--- src/sv/triangle_barycentric_coordinates_unit_assert.svh ---
// Assertion macros shared by the barycentric coordinates unit.
// Expects i_clk and an active-low synchronous reset i_rst_n in the using module.
`ifndef TRIANGLE_BARYCENTRIC_COORDINATES_UNIT_ASSERT_SVH
`define TRIANGLE_BARYCENTRIC_COORDINATES_UNIT_ASSERT_SVH

// Same-cycle implication, checked outside reset.
`define TBC_ASSERT_IMPLIES(lbl, ante, cons) \
    lbl: assert property (@(posedge i_clk) disable iff (!i_rst_n) (ante) |-> (cons)) \
        else $error("tbc assertion failed");

// Next-cycle implication, checked outside reset.
`define TBC_ASSERT_NEXT(lbl, ante, cons) \
    lbl: assert property (@(posedge i_clk) disable iff (!i_rst_n) (ante) |=> (cons)) \
        else $error("tbc assertion failed");

`endif

--- src/sv/tbc_fifo.sv ---
// Small register-based FIFO used between the pipeline parts.
// Depends on the assertion macro header only.
`include "triangle_barycentric_coordinates_unit_assert.svh"
module tbc_fifo #(
    parameter int WIDTH = 8,
    parameter int DEPTH = 8
) (
    input  logic                       i_clk,
    input  logic                       i_rst_n,
    input  logic                       i_wr,
    input  logic [WIDTH-1:0]           i_wdata,
    input  logic                       i_rd,
    output logic [WIDTH-1:0]           o_rdata,
    output logic [$clog2(DEPTH+1)-1:0] o_count
);
    localparam int ADDR_W = $clog2(DEPTH);
    localparam int CNT_W  = $clog2(DEPTH+1);

    logic [WIDTH-1:0]  r_mem [DEPTH];
    logic [ADDR_W-1:0] r_wr_ptr, n_wr_ptr;
    logic [ADDR_W-1:0] r_rd_ptr, n_rd_ptr;
    logic [CNT_W-1:0]  r_count, n_count;

    // Pointer and fill count update.
    always_comb begin
        n_wr_ptr = r_wr_ptr;
        n_rd_ptr = r_rd_ptr;
        n_count  = r_count;
        if (i_wr) begin
            n_wr_ptr = (r_wr_ptr == ADDR_W'(DEPTH-1)) ? '0 : r_wr_ptr + 1'b1;
        end
        if (i_rd) begin
            n_rd_ptr = (r_rd_ptr == ADDR_W'(DEPTH-1)) ? '0 : r_rd_ptr + 1'b1;
        end
        if (i_wr && !i_rd) begin
            n_count = r_count + 1'b1;
        end else if (!i_wr && i_rd) begin
            n_count = r_count - 1'b1;
        end
    end

    always_ff @(posedge i_clk) begin
        if (!i_rst_n) begin
            r_wr_ptr <= '0;
            r_rd_ptr <= '0;
            r_count  <= '0;
        end else begin
            r_wr_ptr <= n_wr_ptr;
            r_rd_ptr <= n_rd_ptr;
            r_count  <= n_count;
        end
    end

    // Storage write.
    always_ff @(posedge i_clk) begin
        if (i_wr) begin
            r_mem[r_wr_ptr] <= i_wdata;
        end
    end

    assign o_rdata = r_mem[r_rd_ptr];
    assign o_count = r_count;

    `TBC_ASSERT_IMPLIES(a_no_overflow, r_count == CNT_W'(DEPTH), !(i_wr && !i_rd))
    `TBC_ASSERT_IMPLIES(a_no_underflow, i_rd, r_count != '0)
    `TBC_ASSERT_NEXT(a_count_up, i_wr && !i_rd, r_count == $past(r_count) + 1'b1)

endmodule

--- config.mk ---
export PLATFORM = sky130hd
export DESIGN_NAME = tbc_fifo
export DESIGN_NICKNAME = d
export VERILOG_FILES = /design/src/sv/tbc_fifo.sv
export VERILOG_INCLUDE_DIRS = /design/src /design/src/sv
export SDC_FILE = /design/constraint.sdc
export NUM_CORES = 1
export LEC_CHECK = 0
export BUFFER_PORTS_ARGS = -buffer_cell sky130_fd_sc_hd__buf_2
export CAP_MARGIN = 40
export CORE_MARGIN = 1.5
export CORE_UTILIZATION = 50
export DETAILED_ROUTE_END_ITERATION = 6
export GPL_ROUTABILITY_DRIVEN = 1
export PLACE_DENSITY_LB_ADDON = 0.08
export SLEW_MARGIN = 25
export SYNTH_ARGS = -nofsm -noshare
export SYNTH_HDL_FRONTEND = slang
export SYNTH_SLANG_ARGS = --single-unit
--- constraint.sdc ---
create_clock -name i_clk -period 2.15 [get_ports i_clk]
set_clock_uncertainty 0.15 [all_clocks]
set_input_delay 0.215 -clock i_clk [delete_from_list [all_inputs] [get_ports i_clk]]
set_output_delay 0.215 -clock i_clk [all_outputs]
set_load 0.01 [all_outputs]
==> out/results.txt, run 1 <==
Status - finished, final reports clean
CP max-delay cell - mux4_2
Dpl cell area - 3370 µm²
Die Wd - 82.0 µm
Synthesis-to-layout area growth - 16.1%
Worst Setup End Kind - primary output
Die Y - 82.0 µm
PD cells - 805 nW/µm²
Fin area - 3620 µm²
Post-synthesis compound-gate area fraction - 1.44%
Post-Syn Area - 3120 µm²
CTS tree - done
Post-synth top flop - edfxtp_1
Clk buf depth - 2
Post-synthesis simple-gate area fraction - 5.05%
Leading cell type in the layout, fill and taps excluded - edfxtp_1
Slew Viols, Final - 0
Largest family of logic cells by synthesized area - multiplexers
Setup slack after layout - 8.14 ps
Fmax - 0.467 GHz
Clock Latency Late Sink - 330 ps
HP Class - input port to flop
Cells after Synth - 165
Post-Synth Adder-Cell Area - 3.45%
Crit path DAT - 1780 ps
Pleak - 0.00128 µW
Starting DRT DRC Count - 115
Synth unique cells - 27
Mapped Nets - 185
Syn avg cell area - 18.9 µm²
Antenna Diode Count - 0
Vias in the first global route - 1,637
RSZ-0062 raised after global routing - yes
Max-cap violations - 0
Setup repair bufs after CTS - 0
Initial antenna violation count - 0
Cts bufs inserted - 9
Asr flop ratio synth - 0%
Detailed Routing Iterations Pass 1 - 4
Total number of vias - 1,536
Core area - 5960 µm²
Final TNS setup - 0 ps
H-tree Lvls - 3
Worst slew pin tran - 549 ps
Seq/Total Area, Yosys - 70.0%
GRT overflow - 0
Post-route minimum period - 2140 ps
Period utilisation layout - 99.6%
First-pass GRT wire length - 8360 µm
Nets@finish - 229
Fin. Hold Viols - 0
VDD IR max - 0.483 mV
Register bit total from synthesis - 77
Delay of the slowest cell on the worst path - 500 ps
Row count - 28
Normalized max-slew margin - 63.4%
Starting Density - 52.4%
CP Cell Sequence - buf_12 > mux4_2 > mux2_4 > buf_6
Crit path launch type - flop
Clk root buf - clkbuf_8
GP Congestion - 0.721
Port Buffers - 23
Most frequent cells in the layout - edfxtp_1 (64), mux4_2 (16), buf_2 (15), dfxtp_1 (12), buf_4 (10)
Final Util - 60.8%
Setup-failing EPs final - 0
Critical path type - flop to primary output
Antenna viol nets, final - 0
Layout cells sized above 1 - 34.1%
Pin count of the biggest net entering global routing - 17
WL/cell - 18.1 µm
Proportion of synthesized area in mux cells - 17.5%
CTS Sinks - 77
Vias per std cell - 5.31
Area of the die - 6720 µm²
Post-synth EDFFs - 64
Ys Warns - 0
DRC violations left - 0
DP Worst Slack - 238 ps
GRT Total Usage - 18.1%
Total Wirelength - 5230 µm
Post-Synth XOR/XNOR Area - 0.562%
Clock transition at the registers of the reported paths - 70 ps
DP HPWL - 3170 µm
Crit Path Max Fanout - 8
CP required - 1780 ps
I/O Pins - 24
[report_power, final]
part           total (µW)  switching [µW]  internal, µW
Combinational         338             149           189
Sequential           1690            29.7          1660
Clock                 886             474           412
Total                2920             653          2260
[stage by stage]
stage | std cells | hold slack [ps] | power (µW)
final | 289 | 15.4 | 2920
after global routing | 289 | 1.16 | 3030
after CTS | 289 | 0.911 | 2910
after detailed placement | 267 | 319 | 2010
after global placement | 267 | 302 | 2000
after floorplan | 165 | 164 | 1910
[cell type report]
type	instances	area, µm²
inverters	3	11.3
repair buffers	40	338
fillers	465	2330
clock inverters	5	27.5
well taps	75	93.8
multi-input cells	78	833
flip-flops and latches	77	2190
clock buffers	11	131
[logic make-up after synthesis]
group | Yosys count
fa+ha+maj | 8
flops | 77
compound gates | 8
mux | 28
xor+xnor | 2
simple gates | 32
buf+inv | 10
[repair_timing]
| action | CTS | global route |
|---|---|---|
| gates cloned | 1 | 0 |
| setup endpoints to repair | 8 | 8 |
| hold buffers | 5 | 0 |
| hold endpoints to repair | 31 | 0 |
| gates resized for setup | 15 | 15 |
[layer usage]
metal  vias up  GRT usage (%)  share of wire, %
met4         0           7.80              0.77
li1        726              -                 -
met1       775           24.3                47
met3         4           3.56               2.9
met5         -              0                 0
met2        31           28.8                50
[registers in the layout (all words and copies together), names as in the netlist, named ones only]
register,cells
r_wr_ptr,3
r_mem,64
r_rd_ptr,3
o_count,4
[synth_stat cells (2+ instances only)]
master    count  area share (%)
clkbuf_1      3            0.36
o21ai_0       2            0.32
and2_1        4            0.80
xnor2_1       2            0.56
nor2b_1       5             1.0
mux2i_1       4             1.3
nor2_1        8            0.96
mux4_1       15              13
nor3_1        3            0.48
dfxtp_1      13             8.3
edfxtp_1     64              62
mux2_2        8             2.9
a21oi_1       3            0.48
nand2_1       7            0.84
nand2b_1      4            0.80
inv_1         3            0.36
ha_1          7             2.8
[critical path: cells and delay by family, from the launching register on]
family	cells	cell delay [ps]
mux	2	790
buf+inv	2	270
flops	1	390
[final timing paths]
path | from | end | slack (ps) | cells past startpoint
setup / recovery | flop | o_rdata[4] | 8 | 4
hold / removal | i_wdata[3] | r_mem[1][3] | 20 | 1
setup reg to reg | o_count[2] | o_count[3] | 610 | 5
hold reg to reg | o_count[3] | o_count[3] | 320 | 2
Power figures use the tool's default switching activity.
==> run 2, diff against run 1 <==
- CORE_ASPECT_RATIO: not set -> 1.75
==> out/results.txt, run 2 (synthesized netlist as in run 1, its figures left out) <==
Starting DRT DRC Count - 53 (-54%)
Status - finished with violations
CP endpoint - o_rdata[2]
GRT overflow - 0 (unchanged)
Final TNS setup - -15.3 ps (-15.3 ps)
RSZ-0062 raised after global routing - yes
HP Class - input port to flop
Antenna viol nets, final - 0 (unchanged)
Crit path launch type - flop
Multi-input gate area in the final layout - 837 µm² (+0.45%)
Area of the die - 6740 µm² (+0.27%)
Die Wd - 62.7 µm (-24%)
Clock Latency Late Sink - 330 ps (about the same)
Max-cap violations - 0 (unchanged)
Worst slew pin tran - 551 ps (+2.75 ps)
Max reg flops - 64 (unchanged)
Setup-failing EPs final - 2 (+2)
Setup slack, reg-to-reg - 590 ps (-20 ps)
Leading cell type in the layout, fill and taps excluded - edfxtp_1
DP HPWL - 3790 µm (+19%)
Row count - 37 (+32%)
Setup slack after layout - -11.9 ps (-20.0 ps)
Initial antenna violation count - 0 (unchanged)
Biggest register - r_mem
Fin. Hold Viols - 0 (unchanged)
Filler instances - 447 (-3.9%)
Worst Setup End Kind - primary output
First-pass GRT wire length - 8940 µm (+6.9%)
Most frequent cells in the layout - edfxtp_1 (64), mux4_2 (16), buf_2 (16), dfxtp_1 (12)
VDD IR max - 0.636 mV (+32%)
Vias in the first global route - 1,634 (-0.18%)
Critical path type - flop to primary output
Clk buf depth - 2 (unchanged)
Nets@finish - 231 (+0.87%)
Fin area - 3700 µm² (+2.2%)
Synthesis-to-layout area growth - 18.7%
R2R Path Start - o_count[2]
PD cells - 865 nW/µm² (+7.3%)
Post-route minimum period - 2160 ps (+20.0 ps)
CTS Sinks - 77 (unchanged)
Fmax - 0.463 GHz (-0.93%)
Crit Path Max Fanout - 8 (unchanged)
H-tree Lvls - 3 (unchanged)
Port Buffers - 23 (unchanged)
Register Area - 2190 µm² (unchanged)
Detailed Routing Iterations Pass 1 - 4 (unchanged)
Dpl cell area - 3380 µm² (+0.11%)
CTS tree - done
Slew Viols, Final - 0 (unchanged)
Crit path DAT - 1800 ps (+20 ps)
I/O Pins - 24 (unchanged)
Layout cells sized above 1 - 34.3% (+0.15 points)
Worst R2R Path Depth - 5 (unchanged)
GP Congestion - 0.654 (-9.4%)
Pin count of the biggest net entering global routing - 17 (unchanged)
Normalized max-slew margin - 63.2% (-0.18 points)
Min-delay src - i_wdata[4]
Antenna Diode Count - 0 (unchanged)
Total Wirelength - 5670 µm (+8.4%)
Core area - 5970 µm² (+0.27%)
Cts bufs inserted - 9 (unchanged)
DRC violations left - 0 (unchanged)
WL/cell - 19.3 µm (+6.6%)
Failing checks - setup timing
Clk root buf - clkbuf_8
Crit Reg-Reg Endpoint - o_count[3]
Die Y - 107 µm (+31%)
Period utilisation layout - 101% (+0.93 points)
Clock transition at the registers of the reported paths - 70 ps (about the same)
CP required - 1780 ps (about the same)
GRT Total Usage - 18.8% (+0.77 points)
Pleak - 0.00131 µW (+2.5%)
Total number of vias - 1,528 (-0.52%)
Vias per std cell - 5.20 (-2.2%)
Starting Density - 52.2% (-0.14 points)
run 2: where the power goes:
| group | switching (µW) | internal, µW | total [µW] |
|---|---|---|---|
| Combinational | 151 | 191 | 343 |
| Sequential | 33.0 | 1660 | 1700 |
| Clock | 477 | 685 | 1160 |
| Total | 661 | 2540 | 3200 |
run 2: worst min path at each step:
stage	end	cells after the start
2_1_floorplan	r_mem[0][0]	0
3_3_place_gp	o_count[3]	2
3_5_place_dp	o_count[3]	2
4_1_cts	r_mem[2][4]	1
5_1_grt	r_mem[2][4]	1
6_report	r_mem[2][4]	1
run 2: area by class of cell:
| class | count | area share (%) |
|---|---|---|
| Timing Repair Buffer | 42 | 9.50 |
| Clock buffer | 12 | 3.92 |
| Tap cell | 78 | 2.64 |
| Sequential cell | 77 | 59.1 |
| Clock inverter | 4 | 1.96 |
| Multi-Input combinational cell | 78 | 22.6 |
| Inverter | 3 | 0.304 |
run 2: critical path: stages (launching register included):
cell,delay [ps]
dfxtp_4,400
buf_12,150
mux4_2,510
mux2_4,290
buf_6,120
run 2: per-layer routing:
layer  vias up  track usage (%)  wire [µm]
li1        733                -          -
met1       761             21.3       2190
met2        29             34.9       3280
met3         5             3.45        133
met4         0             7.46         58
met5         -                0          0
run 2: repair_timing:
action | in CTS | in global routing
setup endpoints to repair | 8 | 8
pin swaps | 0 | 0
hold buffers | 7 | 0
hold endpoints to repair | 47 | 0
cloned | 1 | 0
gates resized for setup | 23 | 7
buffers inserted | 0 | 0
run 2: metrics by stage:
stage	setup WS (ps)	instances	hold slack (ps)	power (µW)	utilization [%]
after floorplan	404	165	164	1910	-
after global placement	261	270	306	2000	56.5
after detailed placement	170	270	319	2020	56.5
after CTS	-49.4	294	2.24	3220	61.8
after global routing	-69.9	294	27.8	3330	62.0
final	-11.9	294	16.7	3200	62.0
